===== src/rtl/core/gmu_pkg.sv =====
`default_nettype none

package gmu_pkg;

  localparam int unsigned XW = 34;
  localparam int unsigned DW = 33;
  localparam int unsigned RW = 32;
  localparam int unsigned NW = 6;
  localparam int unsigned GAP_RECIP = 32'hCCCC_CCCD;

  typedef enum logic [2:0] {
    OP_STEP      = 3'd0,
    OP_GAP       = 3'd1,
    OP_UNIFORM   = 3'd2,
    OP_POW2      = 3'd3,
    OP_POW2_ZERO = 3'd4,
    OP_BOOL      = 3'd5
  } op_e;

  typedef struct packed {
    logic [2:0]           op;
    logic signed [XW-1:0] gene;
    logic signed [XW-1:0] lo;
    logic signed [XW-1:0] hi;
    logic signed [XW-1:0] gap;
    logic [NW-1:0]        n;
    logic                 empty;
  } ctx_t;

  typedef struct packed {
    logic [DW-1:0] rem;
    logic [RW-1:0] rnd;
    logic [DW-1:0] dvs;
    ctx_t          ctx;
  } cell_t;

endpackage

`default_nettype wire


===== src/rtl/core/gmu_post.sv =====
`default_nettype none

module gmu_post #(
  parameter int unsigned IW = 32
) (
  input  wire gmu_pkg::cell_t cell_i,
  output logic [31:0]         new_gene_o,
  output logic                error_o
);

  localparam int unsigned EW = 36;

  logic signed [EW-1:0] gene, lo, hi, gap, off, res, jump;
  logic [31:0]          pow;
  logic [2:0]           op;

  always_comb begin
    op   = cell_i.ctx.op;
    gene = EW'(cell_i.ctx.gene);
    lo   = EW'(cell_i.ctx.lo);
    hi   = EW'(cell_i.ctx.hi);
    gap  = EW'(cell_i.ctx.gap);
    off  = cell_i.ctx.empty ? '0 : EW'(cell_i.rem);
    pow  = cell_i.ctx.lo[31:0] << cell_i.rem[4:0];
    jump = gene + off - gap;
    res  = gene;
    error_o = 1'b0;
    case (op)
      gmu_pkg::OP_STEP: begin
        if (gene == lo) res = gene + EW'(1);
        else if (gene == hi) res = gene - EW'(1);
        else if (cell_i.rem[0]) res = gene + EW'(1);
        else res = gene - EW'(1);
      end
      gmu_pkg::OP_GAP: begin
        if (jump < lo) res = lo;
        else if (jump > hi) res = hi;
        else res = jump;
      end
      gmu_pkg::OP_UNIFORM: res = lo + off;
      gmu_pkg::OP_POW2: begin
        if (lo <= 0) error_o = 1'b1;
        else res = EW'(pow);
      end
      gmu_pkg::OP_POW2_ZERO: begin
        if (lo <= 0) error_o = 1'b1;
        else if (cell_i.rem == 33'(cell_i.ctx.n) + 33'd1) res = '0;
        else res = EW'(pow);
      end
      gmu_pkg::OP_BOOL: res = (gene == 0) ? EW'(1) : '0;
      default: error_o = 1'b1;
    endcase
    if (error_o) res = gene;
  end

  if (IW >= 32) begin : g_full
    assign new_gene_o = res[31:0];
  end else begin : g_narrow
    assign new_gene_o = {{(32-IW){res[IW-1]}}, res[IW-1:0]};
  end

endmodule

`default_nettype wire


===== config.mk =====
export PLATFORM = sky130hd
export DESIGN_NAME = gmu_post
export DESIGN_NICKNAME = d
export VERILOG_FILES = /design/src/rtl/core/gmu_pkg.sv /design/src/rtl/core/gmu_post.sv
export SDC_FILE = /design/constraint.sdc
export NUM_CORES = 1
export LEC_CHECK = 0
export BUFFER_PORTS_ARGS = -buffer_cell sky130_fd_sc_hd__buf_4
export CORE_UTILIZATION = 53
export DETAILED_ROUTE_END_ITERATION = 12
export PLACE_DENSITY = 0.76
export SETUP_SLACK_MARGIN = 0.2
export SYNTH_ARGS = -nofsm -noshare
export SYNTH_HDL_FRONTEND = slang
export SYNTH_SLANG_ARGS = --single-unit

===== constraint.sdc =====
create_clock -name vclk -period 16.8
set_clock_uncertainty 0.1 [all_clocks]
set_input_delay 2.52 -clock vclk [all_inputs]
set_output_delay 2.52 -clock vclk [all_outputs]
set_load 0.05 [all_outputs]

==> results.cfg <==
[final_layout]
drive_above_1_share_pct = 15.2
final_cell_mix = 223 x buf_4, 214 x inv_1, 148 x a21oi_1, 144 x ha_1, 133 x nand2_1
multiInputGateArea_sq_um = 11000
layout_commonest_cell = buf_4
layout.nets = 2328
nFlopsAndLatches = 0
syn2layout_area_growth_pct = 13.5
n_fill_cell = 2189
regArea_sq_um = 0
n_clock_buffer = 0

[floorplan]
dieWidth_microns = 154
start_util_pct = 53.9
coreArea_sq_um = 22600
fp.dieH_microns = 154
io-pin-count = 277
dieArea_sq_um = 23600
core.rowCount = 55

[sta]
max-slew-margin-rel_pct = 22.5
final-hold-violation-count = 0
fin_crit_ns = 13.67
slew_viol_final = 0
finalCritPeriodShare_pct = 81.4
setup_viol = 0
rsz0062_at_grt = false
setup_tns_ns = 0
fmax_mhz = 73.2
tightest_slew_ns = 1.16

[place]
gp_congestion = 1.10
dpl.hpwl_mm = 48.2
numPortBuffers = 212

[global_route]
grt_pass1_wl_mm = 86.1
grt_usage_pct = 48.0
grt_overflow = 0
grt_pass1_vias = 14400
antenna_found_initial = 0
grt_max_degree = 39

[min_path]
hold_class = in2out
min_path_cells = 4

[drt]
drt_wl_total_mm = 58.8
wire_per_inst_microns = 26.8
vias = 15400
dr.pass1.iters = 10
drt_iter0_markers = 2297
drc_errors = 0
vias_per_cell = 7.03
ant_nets = 0

[setup_path]
cp_max_fo = 33
startpoint_type = primary input
worstSetupPathType = in2out
critPathSlowestCell = nor3_1
endpoint_kind = output port
cp.required_ns = 14.18
worstPathArrival_ns = 11.05
crit_top_cell = a31oi_1
crit_start = cell_i[214]
cp-endpoint = new_gene_o[19]
cpPeakStageDelay_ns = 0.80

[synth]
synth.area.top_cells = ha_1 15%, inv_1 6.6%, a21oi_1 6.1%, xnor2_1 5.6%, fa_1 5.2%
yosysWarnings = 0
syn_area_sq_um = 12200
synth_cells = 1785
avgSynthCellArea_sq_um = 6.84
yosysSeqAreaShare_pct = 0
yosysTopAreaCell = ha_1
synth_cell_types = 83
synth_top_area_share_pct = 14.8
synth_fp_nets = 2205

[outcome]
outcome = finished clean

[flow_run]
cap_violations = 0

[clock_network]
post_cts_resized = 0
postCtsSetupBuffers = 0
ctsHoldBuffers = 0
## final cells by class
class	instances	share of cell area (%)
tap	285	2.58
timing repair buffer	223	12.1
inverter	216	5.86
multi-input combinational	1467	79.5
antenna	1	0.0181
## cell usage after synthesis (all sizes together) (19+ instances only)
library cell / count
o211ai: 26
a211oi: 24
xnor2: 78
clkbuf: 79
nor2: 110
a31oi: 29
mux4: 19
nand2: 133
buf: 23
nand4: 48
inv: 215
fa: 32
ha: 144
a21oi: 148
nand2b: 40
nand3: 53
a21o: 39
xor2: 61
mux2: 24
nor4: 42
nor3: 45
o21ai: 99
mux2i: 41
## critical path: cells and delay by family
family	cells	cell delay [ns]
AND/OR/NAND/NOR	6	2.28
buffers and inverters	3	0.60
multiplexers	1	0.55
AO/OA/AOI/OAI	14	3.78
adder cells (fa/ha/maj)	3	1.33
## how the worst min path moves through the flow
stage / start / endpoint / slack, ns
CTS: cell_i[70] / new_gene_o[29] / 5.43
global route: cell_i[70] / new_gene_o[29] / 5.45
global placement: cell_i[133] / new_gene_o[24] / 5.43
finish: cell_i[70] / new_gene_o[29] / 5.43
floorplan: cell_i[123] / new_gene_o[14] / 5.22
detailed placement: cell_i[70] / new_gene_o[29] / 5.42
## per-layer routing
layer  vias to the layer above  GRT usage, %  part of all wire, %
li1                       6769             -                    -
met1                      7136          65.5                   39
met2                      1279          70.0                   40
met3                       217          13.8                   16
met4                         0          20.2                  5.0
met5                         -             0                    0
## metrics by stage
step                      worst slack (ns)  util [%]  std cells  instance area, sq um  hold slack, ns
after detailed placement              3.65      61.1       2191                 13800            5.42
after global routing                  3.01      61.1       2191                 13800            5.45
after floorplan                       4.86         -       1785                 12200            5.22
after global placement                3.73      61.1       2191                 13800            5.43
final                                 3.13      61.2       2192                 13800            5.43
after CTS                             3.62      61.1       2191                 13800            5.43
## logic make-up (layout without fill, tap and decap cells)
logic type               Yosys count  count (layout)  share of synthesized area [%]
XOR/XNOR                         139             139                           9.98
buffers and inverters            318             439                           10.0
other                              0               1                              0
adder cells (fa/ha/maj)          176             176                           20.0
AND/OR/NAND/NOR                  541             541                           22.3
multiplexers                      84              84                           9.08
AO/OA/AOI/OAI                    527             527                           28.6
