--- config.mk ---
export PLATFORM = sky130hd
export DESIGN_NAME = gmu_prep
export DESIGN_NICKNAME = d
export VERILOG_FILES = /design/src/rtl/core/gmu_pkg.sv /design/src/rtl/core/gmu_prep.sv
export SDC_FILE = /design/constraint.sdc
export NUM_CORES = 2
export LEC_CHECK = 0
export CORE_ASPECT_RATIO = 0.6
export CORE_MARGIN = 4
export CORE_UTILIZATION = 30
export DETAILED_ROUTE_END_ITERATION = 8
export DONT_BUFFER_PORTS = 1
export MAX_ROUTING_LAYER = met4
export PLACE_DENSITY = 0.5
export RECOVER_POWER = 50
export SKIP_LAST_GASP = 1
export SLEW_MARGIN = 20
export SYNTH_ARGS = -nofsm -noshare
export SYNTH_HDL_FRONTEND = slang
export SYNTH_SLANG_ARGS = --single-unit
--- constraint.sdc ---
create_clock -name clk_i -period 14.66 [get_ports clk_i]
set_input_delay 1.466 -clock clk_i [delete_from_list [all_inputs] [get_ports clk_i]]
set_output_delay 1.466 -clock clk_i [all_outputs]
set_load 0.03 [all_outputs]
--- src/rtl/core/gmu_pkg.sv ---
`default_nettype none

package gmu_pkg;

  localparam int unsigned XW = 34;
  localparam int unsigned DW = 33;
  localparam int unsigned RW = 32;
  localparam int unsigned NW = 6;
  localparam int unsigned GAP_RECIP = 32'hCCCC_CCCD;

  typedef enum logic [2:0] {
    OP_STEP      = 3'd0,
    OP_GAP       = 3'd1,
    OP_UNIFORM   = 3'd2,
    OP_POW2      = 3'd3,
    OP_POW2_ZERO = 3'd4,
    OP_BOOL      = 3'd5
  } op_e;

  typedef struct packed {
    logic [2:0]           op;
    logic signed [XW-1:0] gene;
    logic signed [XW-1:0] lo;
    logic signed [XW-1:0] hi;
    logic signed [XW-1:0] gap;
    logic [NW-1:0]        n;
    logic                 empty;
  } ctx_t;

  typedef struct packed {
    logic [DW-1:0] rem;
    logic [RW-1:0] rnd;
    logic [DW-1:0] dvs;
    ctx_t          ctx;
  } cell_t;

endpackage

`default_nettype wire

--- src/rtl/core/gmu_prep.sv ---
`default_nettype none

module gmu_prep #(
  parameter int unsigned IW = 32
) (
  input  wire logic        clk_i,
  input  wire logic        rst_ni,
  input  wire logic        en_i,
  input  wire logic        valid_i,
  input  wire logic [2:0]  op_i,
  input  wire logic [31:0] gene_i,
  input  wire logic [31:0] lo_i,
  input  wire logic [31:0] hi_i,
  input  wire logic [31:0] rnd_i,
  output logic             valid_o,
  output gmu_pkg::cell_t   cell_o
);

  localparam int unsigned XW = gmu_pkg::XW;

  logic signed [XW-1:0] gene_x, lo_x, hi_x;
  logic [30:0]          ge_d;
  logic [63:0]          lo64;

  logic                 s1_v_q;
  logic [2:0]           s1_op_q;
  logic signed [XW-1:0] s1_gene_q, s1_lo_q, s1_hi_q, s1_diff_q;
  logic [31:0]          s1_rnd_q;
  logic [30:0]          s1_ge_q;

  logic [XW-1:0]        mag;
  logic [31:0]          quar;

  logic                 s2_v_q;
  logic [2:0]           s2_op_q;
  logic signed [XW-1:0] s2_gene_q, s2_lo_q, s2_hi_q, s2_diff_q;
  logic [31:0]          s2_rnd_q;
  logic [63:0]          s2_prod_q;
  logic                 s2_neg_q;
  logic [gmu_pkg::NW-1:0] s2_n_q;

  logic signed [XW-1:0] gap, span2, spanu;
  gmu_pkg::cell_t       cell_d;
  gmu_pkg::cell_t       cell_q;
  logic                 valid_q;

  assign gene_x = {{(XW-IW){gene_i[IW-1]}}, gene_i[IW-1:0]};
  assign lo_x   = {{(XW-IW){lo_i[IW-1]}}, lo_i[IW-1:0]};
  assign hi_x   = {{(XW-IW){hi_i[IW-1]}}, hi_i[IW-1:0]};
  assign lo64   = 64'(lo_x[31:0]);

  always_comb begin
    for (int k = 1; k < 32; k++) begin
      ge_d[k-1] = !hi_x[XW-1] && ((lo64 << k) <= 64'(hi_x[31:0]));
    end
  end

  always_ff @(posedge clk_i) begin
    if (en_i) begin
      s1_op_q   <= op_i;
      s1_gene_q <= gene_x;
      s1_lo_q   <= lo_x;
      s1_hi_q   <= hi_x;
      s1_rnd_q  <= rnd_i;
      s1_diff_q <= hi_x - lo_x;
      s1_ge_q   <= ge_d;
    end
  end

  assign mag  = s1_diff_q[XW-1] ? XW'(-s1_diff_q) : XW'(s1_diff_q);
  assign quar = 32'(mag >> 2);

  always_ff @(posedge clk_i) begin
    if (en_i) begin
      s2_op_q   <= s1_op_q;
      s2_gene_q <= s1_gene_q;
      s2_lo_q   <= s1_lo_q;
      s2_hi_q   <= s1_hi_q;
      s2_rnd_q  <= s1_rnd_q;
      s2_diff_q <= s1_diff_q;
      s2_prod_q <= 64'(quar) * 64'(32'(gmu_pkg::GAP_RECIP));
      s2_neg_q  <= s1_diff_q[XW-1];
      s2_n_q    <= gmu_pkg::NW'($countones(s1_ge_q));
    end
  end

  always_comb begin
    gap = s2_neg_q ? -XW'(s2_prod_q[63:34]) : XW'(s2_prod_q[63:34]);
    if (gap == '0) begin
      gap = XW'(1);
    end
    span2 = gap <<< 1;
    spanu = s2_diff_q + XW'(1);

    cell_d.rem       = '0;
    cell_d.rnd       = s2_rnd_q;
    cell_d.ctx.op    = s2_op_q;
    cell_d.ctx.gene  = s2_gene_q;
    cell_d.ctx.lo    = s2_lo_q;
    cell_d.ctx.hi    = s2_hi_q;
    cell_d.ctx.gap   = gap;
    cell_d.ctx.n     = s2_n_q;
    cell_d.ctx.empty = 1'b0;
    cell_d.dvs       = gmu_pkg::DW'(1);
    case (s2_op_q)
      gmu_pkg::OP_STEP: cell_d.dvs = gmu_pkg::DW'(2);
      gmu_pkg::OP_GAP: begin
        cell_d.ctx.empty = (span2 <= 0);
        if (span2 > 0) cell_d.dvs = span2[gmu_pkg::DW-1:0];
      end
      gmu_pkg::OP_UNIFORM: begin
        cell_d.ctx.empty = (spanu <= 0);
        if (spanu > 0) cell_d.dvs = spanu[gmu_pkg::DW-1:0];
      end
      gmu_pkg::OP_POW2:      cell_d.dvs = gmu_pkg::DW'(s2_n_q) + gmu_pkg::DW'(1);
      gmu_pkg::OP_POW2_ZERO: cell_d.dvs = gmu_pkg::DW'(s2_n_q) + gmu_pkg::DW'(2);
      default:               cell_d.dvs = gmu_pkg::DW'(1);
    endcase
  end

  always_ff @(posedge clk_i) begin
    if (en_i) begin
      cell_q <= cell_d;
    end
  end

  always_ff @(posedge clk_i or negedge rst_ni) begin
    if (!rst_ni) begin
      s1_v_q  <= 1'b0;
      s2_v_q  <= 1'b0;
      valid_q <= 1'b0;
    end else if (en_i) begin
      s1_v_q  <= valid_i;
      s2_v_q  <= s1_v_q;
      valid_q <= s2_v_q;
    end
  end

  assign valid_o = valid_q;
  assign cell_o  = cell_q;

endmodule

`default_nettype wire

==> flow_summary_export.csv <==
group,metric,value,unit
cts,insertion_delay,0.73,ns
die,design.die.area,181000,sq um
global_routing,grt_start_max_net_pins,223,
cells_and_area,multi_input_area,31200,sq um
global_routing,grt_first_pass_wirelength,259,mm
critical_path,endpoint,"s2_prod_q[53]",
cells_and_area,n_fill_cell,17300,
flow_run,max_cap_violations,4,
cells_and_area,drive_above_1_share,3.54,%
die,start_util,30.2,%
cts,cts_tree,"done",
logic_synthesis,synthArstFlopShare,0.498,%
place,hpwlAfterDp,143,mm
global_routing,grt_usage,20.2,%
critical_path,cpPeakStageDelay,0.78,ns
routing,drtIter0Drc,3971,
logic_synthesis,netlist_area,52300,sq um
critical_path,r2r_start,"s1_diff_q[2]",
routing,drtPass1Iterations,7,
global_routing,antenna_found_initial,21,
timing,period_minus_slack,12.40,ns
cts,htreeDepth,2,
timing,finalSetupViolCount,0,
critical_path,cp-end-kind,"flip-flop",
critical_path,criticalPathCategory,"reg2reg",
critical_path,crit_path_start_kind,"flip-flop",
timing,timing_max_transition_violations_final,301,
logic_synthesis,synth-seq-cells,603,
routing,drtAntennaViolNets,0,
logic_synthesis,synth_warnings,0,
cts,cts-resized-gates,0,
die,num_rows,118,
cells_and_area,ff_latch_area,18100,sq um
routing,vias,35700,
min_path,hp-class,"reg2reg",
logic_synthesis,synth_cell_types,76,
logic_synthesis,synth_edf_count,600,
cts,postCtsSetupRepairBufs,0,
place,place.gp.congestion,0.990,
timing,finalSetupTns,0,ns
routing,remaining_drc_errors,0,
timing,max_clock_freq,0.0806,GHz
cts,cts_num_sinks,603,
timing,rsz0062_at_grt,"no",
critical_path,r2r_end,"s2_prod_q[53]",
cts,hold_buffers,0,
routing,viasPerCell,5.10,
cells_and_area,layout.nets,6040,
timing,slew_headroom,-358,%
die,io_pins,380,
global_routing,overflow,0,
logic_synthesis,synth-seq-area-share,34.6,%
critical_path,path_delay_family,"simple AND/OR/NAND/NOR gates",
cells_and_area,area_growth,9.89,%
critical_path,crit_path_start,"s1_diff_q[2]",
critical_path,cp_max_fo,7,
logic_synthesis,ys.flop_type,"edfxtp_1",
timing,fin_crit_sh,84.6,%
routing,wl_per_cell,25.9,um
critical_path,path_common_cell,"fa_1",
routing,wirelength,181,mm
status,status,"complete, but fails checks",
timing,tightest_slew,6.87,ns
die,die_x,547,um
critical_path,cp.required,15.14,ns
place,io_buffer_count,0,
cts,cts.path.max_buffers,3,
timing,skew,0.0724,ns
status,violations,"max-capacitance violations, max-slew violations",
critical_path,crit_cells,33,
cts,numCtsBuffers,60,
logic_synthesis,synthCells,4548,
cts,clk_pin_slew,0.07,ns
die,coreArea,173000,sq um
logic_synthesis,syn_area_per_cell,11.5,sq um
timing,finalHoldViolCount,0,
global_routing,grt_pass1_vias,34900,
critical_path,crit_path_top_delay_cell,"o311ai_0",
cts,clk_root_buffer_cell,"clkbuf_16",
critical_path,r2r_cells,33,
critical_path,rrSetupSlack,2.26,ns
critical_path,cp_num_buf_inv,4,
critical_path,worst_ep_arrival_time,12.88,ns
die,die_h,331,um
[cells in the mapped netlist, types with 19 or more instances]
cell      number  area [sq um]
nor4_1        33           206
a21o_1       245          1840
nand3_1       71           355
buf_4         40           300
o21ai_0      148           741
a211oi_1      23           173
a31oi_1       24           150
o21a_1        26           195
clkbuf_1      35           131
or3_1         19           119
nand4_1      128           801
and4_1        24           210
fa_1         421          8430
o31ai_1       23           173
nand2b_1      53           332
edfxtp_1     600         18000
xnor2_1      148          1300
a21oi_1      224          1120
nor2_1       130           488
or4_1         19           143
and3_1        28           175
nand2_1      149           559
ha_1         879         11000
nor2b_1       41           257
nor3_1        47           235
xor2_1        62           543
inv_1        715          2680
[placed cells by master (no fill, tap or decap), types with 8 or more instances in the layout]
master	instances
ha_1	879
inv_1	715
edfxtp_1	600
fa_1	421
a21o_1	245
a21oi_1	224
nand2_1	149
xnor2_1	148
o21ai_0	148
nor2_1	130
nand4_1	128
nand3_1	71
xor2_1	62
clkbuf_16	61
nand2b_1	53
nor3_1	47
conb_1	42
nor2b_1	41
nor4_1	33
and3_1	28
buf_4	28
o21a_1	26
and4_1	24
a31oi_1	24
o31ai_1	23
a211oi_1	23
or3_1	19
or4_1	19
o21bai_1	18
o211ai_1	16
and2_1	14
bufinv_16	13
o22ai_1	11
clkinv_2	10
clkbuf_1	10
o41ai_1	9
a221oi_1	9
or2_2	8
a2111oi_0	8
[state kept, by name (all words and copies together), names as in the netlist, 6 cells and up]
name and cells:
cell_o 205, s1_lo_q 32, s2_hi_q 32, s1_ge_q 31
s1_hi_q 32, s2_n_q 6, s2_lo_q 32, s2_gene_q 32
s1_gene_q 32, s2_rnd_q 32, s1_diff_q 33, s2_diff_q 33
s2_prod_q 30, s1_rnd_q 32
[cells by family after synthesis]
family	Yosys count	synth area share [%]
simple gates	793	8.18
buf+inv	796	6.02
mux	7	0.146
other cells	2	0.0144
xor+xnor	210	3.52
flops	603	34.6
fa+ha+maj	1300	37.1
compound gates	837	10.4
[how the worst min path moves through the flow]
stage                       start            end  depth (start not counted)
detailed placement  s2_gene_q[22]    cell_o[131]                          0
global route          s1_lo_q[29]    s2_lo_q[29]                          0
floorplan             s2_lo_q[25]    cell_o[100]                          0
CTS                 s1_gene_q[18]  s2_gene_q[18]                          0
global placement      s1_lo_q[30]    s2_lo_q[30]                          0
finish                 s2_hi_q[1]     cell_o[42]                          0
[per-layer routing]
layer  global-route usage [%]  vias up  wire (um)  share of wire [%]
met5                        -        -          0                  0
met4                     2.58        0       2280                1.3
met3                     8.18      155      23100                 13
met2                     23.7     1468      63800                 35
met1                     31.8    17800      92100                 51
li1                         -    16300          -                  -
[through the flow]
step	hold slack [ns]	worst slack (ns)	instance area [sq um]	util [%]	instances
6_report	0.387	2.26	57500	33.2	7000
5_1_grt	0.371	1.43	57500	33.2	6999
4_1_cts	0.357	2.39	57500	33.2	6994
3_5_place_dp	0.405	2.45	55200	31.9	6881
3_3_place_gp	0.400	2.58	55100	31.9	6878
2_1_floorplan	0.400	3.72	52400	-	4588
[area by class of cell]
type                    instances  area share (%)
flip-flops and latches        603            31.5
multi-input cells            3189            54.3
clock inverters                46            1.19
repair buffers                 35           0.536
well taps                    2340            5.09
diodes                          4          0.0174
clock buffers                  67            2.70
inverters                     716            4.68
Power is not shown: default switching activity piles up to over one toggle a cycle in this logic, so the estimate is an artifact.
