$ cat src/rtl/core/gmu_pkg.sv
`default_nettype none

package gmu_pkg;

  localparam int unsigned XW = 34;
  localparam int unsigned DW = 33;
  localparam int unsigned RW = 32;
  localparam int unsigned NW = 6;
  localparam int unsigned GAP_RECIP = 32'hCCCC_CCCD;

  typedef enum logic [2:0] {
    OP_STEP      = 3'd0,
    OP_GAP       = 3'd1,
    OP_UNIFORM   = 3'd2,
    OP_POW2      = 3'd3,
    OP_POW2_ZERO = 3'd4,
    OP_BOOL      = 3'd5
  } op_e;

  typedef struct packed {
    logic [2:0]           op;
    logic signed [XW-1:0] gene;
    logic signed [XW-1:0] lo;
    logic signed [XW-1:0] hi;
    logic signed [XW-1:0] gap;
    logic [NW-1:0]        n;
    logic                 empty;
  } ctx_t;

  typedef struct packed {
    logic [DW-1:0] rem;
    logic [RW-1:0] rnd;
    logic [DW-1:0] dvs;
    ctx_t          ctx;
  } cell_t;

endpackage

`default_nettype wire

$ cat src/rtl/core/gmu_mod_cell.sv
`default_nettype none

module gmu_mod_cell (
  input  wire logic          clk_i,
  input  wire logic          rst_ni,
  input  wire logic          en_i,
  input  wire logic          valid_i,
  input  wire gmu_pkg::cell_t cell_i,
  output logic               valid_o,
  output gmu_pkg::cell_t     cell_o
);

  logic [gmu_pkg::DW:0] trial;
  logic [gmu_pkg::DW:0] dvs_x;
  gmu_pkg::cell_t       cell_d;
  gmu_pkg::cell_t       cell_q;
  logic                 valid_q;

  always_comb begin
    trial  = {cell_i.rem, cell_i.rnd[gmu_pkg::RW-1]};
    dvs_x  = {1'b0, cell_i.dvs};
    cell_d = cell_i;
    cell_d.rnd = {cell_i.rnd[gmu_pkg::RW-2:0], 1'b0};
    if (trial >= dvs_x) begin
      cell_d.rem = gmu_pkg::DW'(trial - dvs_x);
    end else begin
      cell_d.rem = trial[gmu_pkg::DW-1:0];
    end
  end

  always_ff @(posedge clk_i or negedge rst_ni) begin
    if (!rst_ni) begin
      valid_q <= 1'b0;
    end else if (en_i) begin
      valid_q <= valid_i;
    end
  end

  always_ff @(posedge clk_i) begin
    if (en_i) begin
      cell_q <= cell_d;
    end
  end

  assign valid_o = valid_q;
  assign cell_o  = cell_q;

endmodule

`default_nettype wire

$ cat config.mk
export PLATFORM = sky130hd
export DESIGN_NAME = gmu_mod_cell
export DESIGN_NICKNAME = d
export VERILOG_FILES = /design/src/rtl/core/gmu_pkg.sv /design/src/rtl/core/gmu_mod_cell.sv
export SDC_FILE = /design/constraint.sdc
export NUM_CORES = 1
export LEC_CHECK = 0
export BUFFER_PORTS_ARGS = -buffer_cell sky130_fd_sc_hd__buf_2
export CORE_AREA = 2 2 193 195
export DETAILED_ROUTE_END_ITERATION = 16
export DIE_AREA = 0 0 195 197
export GPL_ROUTABILITY_DRIVEN = 0
export GPL_TIMING_DRIVEN = 0
export PLACE_DENSITY_LB_ADDON = 0.12
export SKIP_LAST_GASP = 1
export SYNTH_ARGS = -nofsm -noshare
export SYNTH_HDL_FRONTEND = slang
export SYNTH_SLANG_ARGS = --single-unit
$ cat constraint.sdc
create_clock -name clk_i -period 1 [get_ports clk_i]
set_clock_uncertainty 0.15 [all_clocks]
set_input_delay 0.2 -clock clk_i [delete_from_list [all_inputs] [get_ports clk_i]]
set_output_delay 0.2 -clock clk_i [all_outputs]
set_load 0.05 [all_outputs]
==> results.json, run 1 <==
{
  "status": "complete, but fails checks",
  "violations": "hold timing, setup timing",
  "die_area_um2": 38400,
  "netlist_area_um2": 9540,
  "max-vdd-ir-drop_v": 0.000945,
  "clkLatencyLatePin_ns": 0.54,
  "die_h_um": 197,
  "number_of_antenna_violating_nets_in_the_routed_design": 0,
  "clkSlewWorstSetupHoldPaths_ns": 0.06,
  "slew_viol_final": 0,
  "setup_violators_final": 277,
  "total_wirelength_um": 36000,
  "numCtsBuffers": 29,
  "synth_seq_area_share_pct": 76.8,
  "placement_rows": 70,
  "holdWs_ns": -0.260,
  "drt_drc_violations_left": 0,
  "dr_total_vias": 7866,
  "io_pins": 493,
  "critical_path.top_delay_family": "compound AO/OA/AOI/OAI gates",
  "globalRouteOverflowTotal": 0,
  "fmax_mhz": 357,
  "power_density_nw_per_um2": 1720,
  "syn-instance-count": 573,
  "grt_first_pass_wirelength_um": 51300,
  "synth-seq-cells": 244,
  "postSynthNetCount": 855,
  "numClockSinks": 244,
  "finish.utilization_pct": 50.5,
  "final_min_period_over_clock_period_pct": 280,
  "synth_cell_types": 54,
  "worstMarginPinSlew_ns": 0.706,
  "grt_start_max_net_pins": 121,
  "die_width_um": 195,
  "post_synth.cell_area_avg_um2": 16.6,
  "floorplan.core_area_um2": 36300,
  "clock_tree.htree_level_count": 1,
  "finalCriticalPeriod_ns": 2.80,
  "dp.final_hpwl_um": 25700,
  "final_net_count": 1649,
  "cts_hold_buffers": 245,
  "path_class": "in -> reg",
  "power_leakage_nw": 7.64,
  "layout-drive-gt1-share_pct": 46.0,
  "post_synth_edffs": 243,
  "detail_route.first_pass.iterations": 4,
  "clock_path_buffers": 3,
  "postSynth.topFlopCell": "edfxtp_1",
  "hold_violations": 2,
  "startpoint_type_of_the_worst_setup_path": "primary input",
  "layout-area-overhead-vs-synth_pct": 91.9,
  "routedWlPerCell_um": 19.4,
  "first_global_vias": 8124,
  "setup_repair_after_global_routing_missed_its_margin": "true",
  "grt_antenna_before_repair": 6,
  "ys_warn_count": 0,
  "path_buf_inv": 4,
  "async_flop_share_pct": 0.410,
  "timing.slew.headroom_pct": 52.9,
  "io_buffers": 491,
  "slowest_stage": "a221o_1",
  "min_path_type": "in -> reg",
  "critical_path.endpoint_type": "flop",
  "drv.max_cap_violation_count": 0,
  "crit_path_cell_trace": "buf_2, inv_1, ha_4, a21o_1, a221o_1, a21oi_2, o31ai_4, a41oi_4, o41ai_4, buf_4, buf_4, a211o_1, a2111oi_4, nor3_2",
  "crit_fanout": 6,
  "grt.total_usage_pct": 17.7,
  "timing.critical_path.mode_cell": "buf_4",
  "tritoncts": "yes",
  "crit_required_ns": 1.13,
  "drtIter0Drc": 284,
  "avgViaCountPerCell": 4.23,
  "initial_standard_cell_utilization_of_the_core_pct": 26.3,
  "pre_cts_ws_ns": -2.54,
  "root_cell_of_the_clock_tree": "clkbuf_16",
  "crit_arrival_ns": 2.93,
  "largest_stage_delay_worst_path_ns": 0.37,
  "final_critical_path_setup_slack_ns": -1.80
}
-- Yosys cell counts, drive strengths merged (6+ instances only) --
master	count	area, um2
a21o	11	82.6
a21oi	23	126
a31oi	9	68.8
buf	9	81.3
edfxtp	243	7300
ha	33	413
inv	42	158
nand2	49	184
nand3	6	30.0
nor2	16	60.1
nor3	6	35.0
o21ai	45	225
o21bai	6	45.0
xnor2	15	131
xor2	13	114
-- registers in the layout (all words and copies together), names as in the netlist --
signal / cells
cell_o: 243
valid_o: 1
-- cell usage in the layout (no fill, tap or decap), types with 5 or more instances in the layout --
cell type and n:
a21o_1 11, a21oi_1 15, a21oi_2 5, a31oi_1 5, buf_12 5, buf_2 244, buf_4 25, buf_6 246
clkbuf_1 10, clkbuf_16 33, clkinv_1 7, diode_2 5, dlygate4sd3_1 244, edfxtp_1 243, ha_1 17, ha_4 13
inv_1 37, nand2_1 47, nand3_1 6, nor2_1 14, o21ai_0 12, o21ai_1 22, o21ai_2 10, o21bai_1 6
xnor2_1 15, xor2_1 13
-- cell type report --
type	instances	area, um2
clock inverters	12	78.8
well taps	468	586
clock buffers	39	763
plain buffers	9	133
repair buffers	765	6800
inverters	42	183
multi-input cells	276	2420
fillers	3194	18000
flip-flops and latches	244	7320
diodes	5	12.5
-- routing by layer --
layer  global-route usage (%)  vias to the layer above  share of wire (%)
met3                     4.88                       67                6.7
met2                     31.9                      280                 51
met5                        0                        -              0.036
li1                         -                     3781                  -
met4                     7.32                        2                3.7
met1                     19.6                     3736                 38
-- logic make-up after synthesis --
group | Yosys count | synth area share, %
muxes | 3 | 0.354
adders and majority gates | 34 | 4.54
xor gates and xnor gates | 28 | 2.57
other | 1 | 0.0393
buffers and inverters | 53 | 2.58
DFF | 244 | 76.8
AOI/OAI and AO/OA | 116 | 8.50
and+or+nand+nor | 94 | 4.63
-- what timing repair did --
item / 4_1_cts / 5_1_grt
endpoints found under the hold margin: 254 / 2
gates resized for setup: 501 / 74
buffers inserted: 13 / 10
cloned: 1 / 4
setup endpoints to repair: 277 / 286
pin swaps: 11 / 19
-- path summary, 6_finish.rpt --
| kind | from | endpoint | slack [ns] | cells after the start |
|---|---|---|---|---|
| min in group asynchronous | rst_ni | valid_o | 0.36 | 3 |
| worst min-delay path | cell_i[146] | cell_o[146] | -0.26 | 1 |
| max in group asynchronous | rst_ni | valid_o | 0.23 | 3 |
| worst max register to register | valid_o | valid_o | 0.08 | 1 |
| worst max-delay path | cell_i[162] | cell_o[242] | -1.80 | 14 |
| worst min register to register | valid_o | valid_o | 0.38 | 1 |
-- power breakdown --
part | switching [W] | internal, W
Clock | 0.00399 | 0.00554
Combinational | 0.00545 | 0.00372
Sequential | 0.000431 | 0.0124
Total | 0.00987 | 0.0216
-- stage by stage --
step / setup TNS (ns) / cells / power, W / area (um2) / hold slack (ns)
floorplan: -60.23 / 573 / 0.0174 / 9660 / -0.246
global placement: -1074.10 / 1532 / 0.0196 / 12700 / -0.175
detailed placement: -178.89 / 1534 / 0.0195 / 12800 / -0.174
CTS: -178.89 / 1844 / 0.0314 / 17800 / -0.298
global route: -176.55 / 1860 / 0.0327 / 18300 / -0.285
finish: -161.15 / 1860 / 0.0315 / 18300 / -0.260
Power figures use the tool's default switching activity.
==> run 2: changes to the inputs <==
Settings changed: BUFFER_PORTS_ARGS -buffer_cell sky130_fd_sc_hd__buf_2 to unset, CORE_AREA 2 2 193 195 to 2 2 189 191, DIE_AREA 0 0 195 197 to 0 0 191 193, DONT_BUFFER_PORTS set to 1.
==> run 2 against run 1 <==
  * The flow now stops in 4_1_cts
  * Synthesized area unchanged
  * Synthesized cell count unchanged
==> results.json, run 2 <==
{
  "ys_warn_count": 0,
  "synth-seq-cells": 244,
  "post-synth-top-area-cell": "edfxtp_1",
  "post_synth_main_area_contributors": "edfxtp_1 77%, ha_1 4.3%, nand2_1 1.9%, inv_1 1.7%, o21ai_1 1.6%",
  "clock_tree.htree_level_count": 1,
  "numCtsBuffers": 27,
  "die_h_um": 193,
  "initial_standard_cell_utilization_of_the_core_pct": 27.3,
  "dp.final_hpwl_um": 21500,
  "post_synth_edffs": 243,
  "yosysMostFrequentCell": "edfxtp_1",
  "io_buffers": 0,
  "post_synth.cell_area_avg_um2": 16.6,
  "tool.error": "[ERROR RSZ-0060] Max buffer count reached.",
  "root_cell_of_the_clock_tree": "clkbuf_16",
  "post-synth-top-area-fraction_pct": 76.5,
  "numClockSinks": 244,
  "postSynthNetCount": 855,
  "synth_seq_area_share_pct": 76.8,
  "netlist_area_um2": 9540,
  "io_pins": 493,
  "clock_path_buffers": 3,
  "placement_rows": 69,
  "async_flop_share_pct": 0.410,
  "postSynth.topFlopCell": "edfxtp_1",
  "post-cts-setup-buffers": 12,
  "synth_commonest_cells": "243 x edfxtp_1, 49 x nand2_1, 42 x inv_1",
  "die_width_um": 191,
  "status": "did not finish",
  "post_cts_resize_count": 12,
  "cts_hold_buffers": 220,
  "place_area_um2": 10200,
  "syn-instance-count": 573,
  "pre_cts_ws_ns": -2.34,
  "synth_cell_types": 54,
  "flow.stopped_at": "4_1_cts"
}
run 2: cell counts after synthesis:
Identical to the previous run, type by type.
run 2: cell families after synthesis:
logic type / count (synthesis) / share of synthesized area [%]
compound gates: 116 / 8.50
fa+ha+maj: 34 / 4.54
mux: 3 / 0.354
xor+xnor: 28 / 2.57
other cells: 1 / 0.0393
buf+inv: 53 / 2.58
simple gates: 94 / 4.63
flops: 244 / 76.8
run 2: metrics by stage:
stage               setup TNS, ns  hold WS [ns]  instances  utilization [%]
detailed placement         -76.49        -0.246       1034             29.3
global placement           -76.88        -0.246       1034             29.3
floorplan                  -60.23        -0.246        573                -
==> run 3: changes to the inputs <==
Settings changed: PLACE_DENSITY_LB_ADDON 0.12 to 0.15.
==> run 3 against run 2 <==
  * The run again fails in 4_1_cts
  * Synthesized cell count is the same
  * Synthesized area is the same
==> results.json, run 3 <==
{
  "status": "did not finish",
  "flow.stopped_at": "4_1_cts",
  "tool.error": "[ERROR RSZ-0060] Max buffer count reached.",
  "post-synth-top-area-cell": "edfxtp_1",
  "netlist_area_um2": 9540,
  "root_cell_of_the_clock_tree": "clkbuf_16",
  "synth_mux_area_share_pct": 0.354,
  "postSynth.topFlopCell": "edfxtp_1",
  "post_cts_resize_count": 8,
  "placement_rows": 69,
  "clock_path_buffers": 3,
  "post_synth_edffs": 243,
  "numClockSinks": 244,
  "yosysMostFrequentCell": "edfxtp_1",
  "synth_seq_area_share_pct": 76.8,
  "synth_commonest_cells": "243 x edfxtp_1, 49 x nand2_1, 42 x inv_1",
  "ys_warn_count": 0,
  "synth-seq-cells": 244,
  "syn-instance-count": 573,
  "numCtsBuffers": 26,
  "post-synth-top-area-fraction_pct": 76.5,
  "io_pins": 493,
  "io_buffers": 0,
  "synth_xor_area_share_pct": 2.57,
  "synth_top_family_by_area": "compound AO/OA/AOI/OAI gates",
  "clock_tree.htree_level_count": 1,
  "async_flop_share_pct": 0.410,
  "yosys.area_share.adder_pct": 4.54,
  "initial_standard_cell_utilization_of_the_core_pct": 27.3,
  "simple_gate_share_of_the_synthesized_area_pct": 4.63,
  "synth_cell_types": 54,
  "cts_hold_buffers": 219,
  "postSynthNetCount": 855,
  "die_h_um": 193,
  "dp.final_hpwl_um": 22100,
  "place_area_um2": 10200,
  "synth-compound-area-share_pct": 8.50,
  "post-cts-setup-buffers": 10,
  "post_synth_main_area_contributors": "edfxtp_1 77%, ha_1 4.3%, nand2_1 1.9%, inv_1 1.7%, o21ai_1 1.6%",
  "place_inst": 1034,
  "post_synth.cell_area_avg_um2": 16.6,
  "die_width_um": 191
}
## run 3: stage by stage
stage | setup WS [ns] | hold WS, ns | utilization (%) | TNS, ns
2_1_floorplan | -1.94 | -0.246 | - | -60.23
3_3_place_gp | -2.37 | -0.246 | 29.3 | -77.08
3_5_place_dp | -2.36 | -0.246 | 29.3 | -76.54
## run 3: cells by family after synthesis
kind of cell	after synthesis
adder cells (fa/ha/maj)	34
XOR/XNOR	28
multiplexers	3
flip-flops	244
buffers and inverters	53
other	1
AO/OA/AOI/OAI	116
AND/OR/NAND/NOR	94
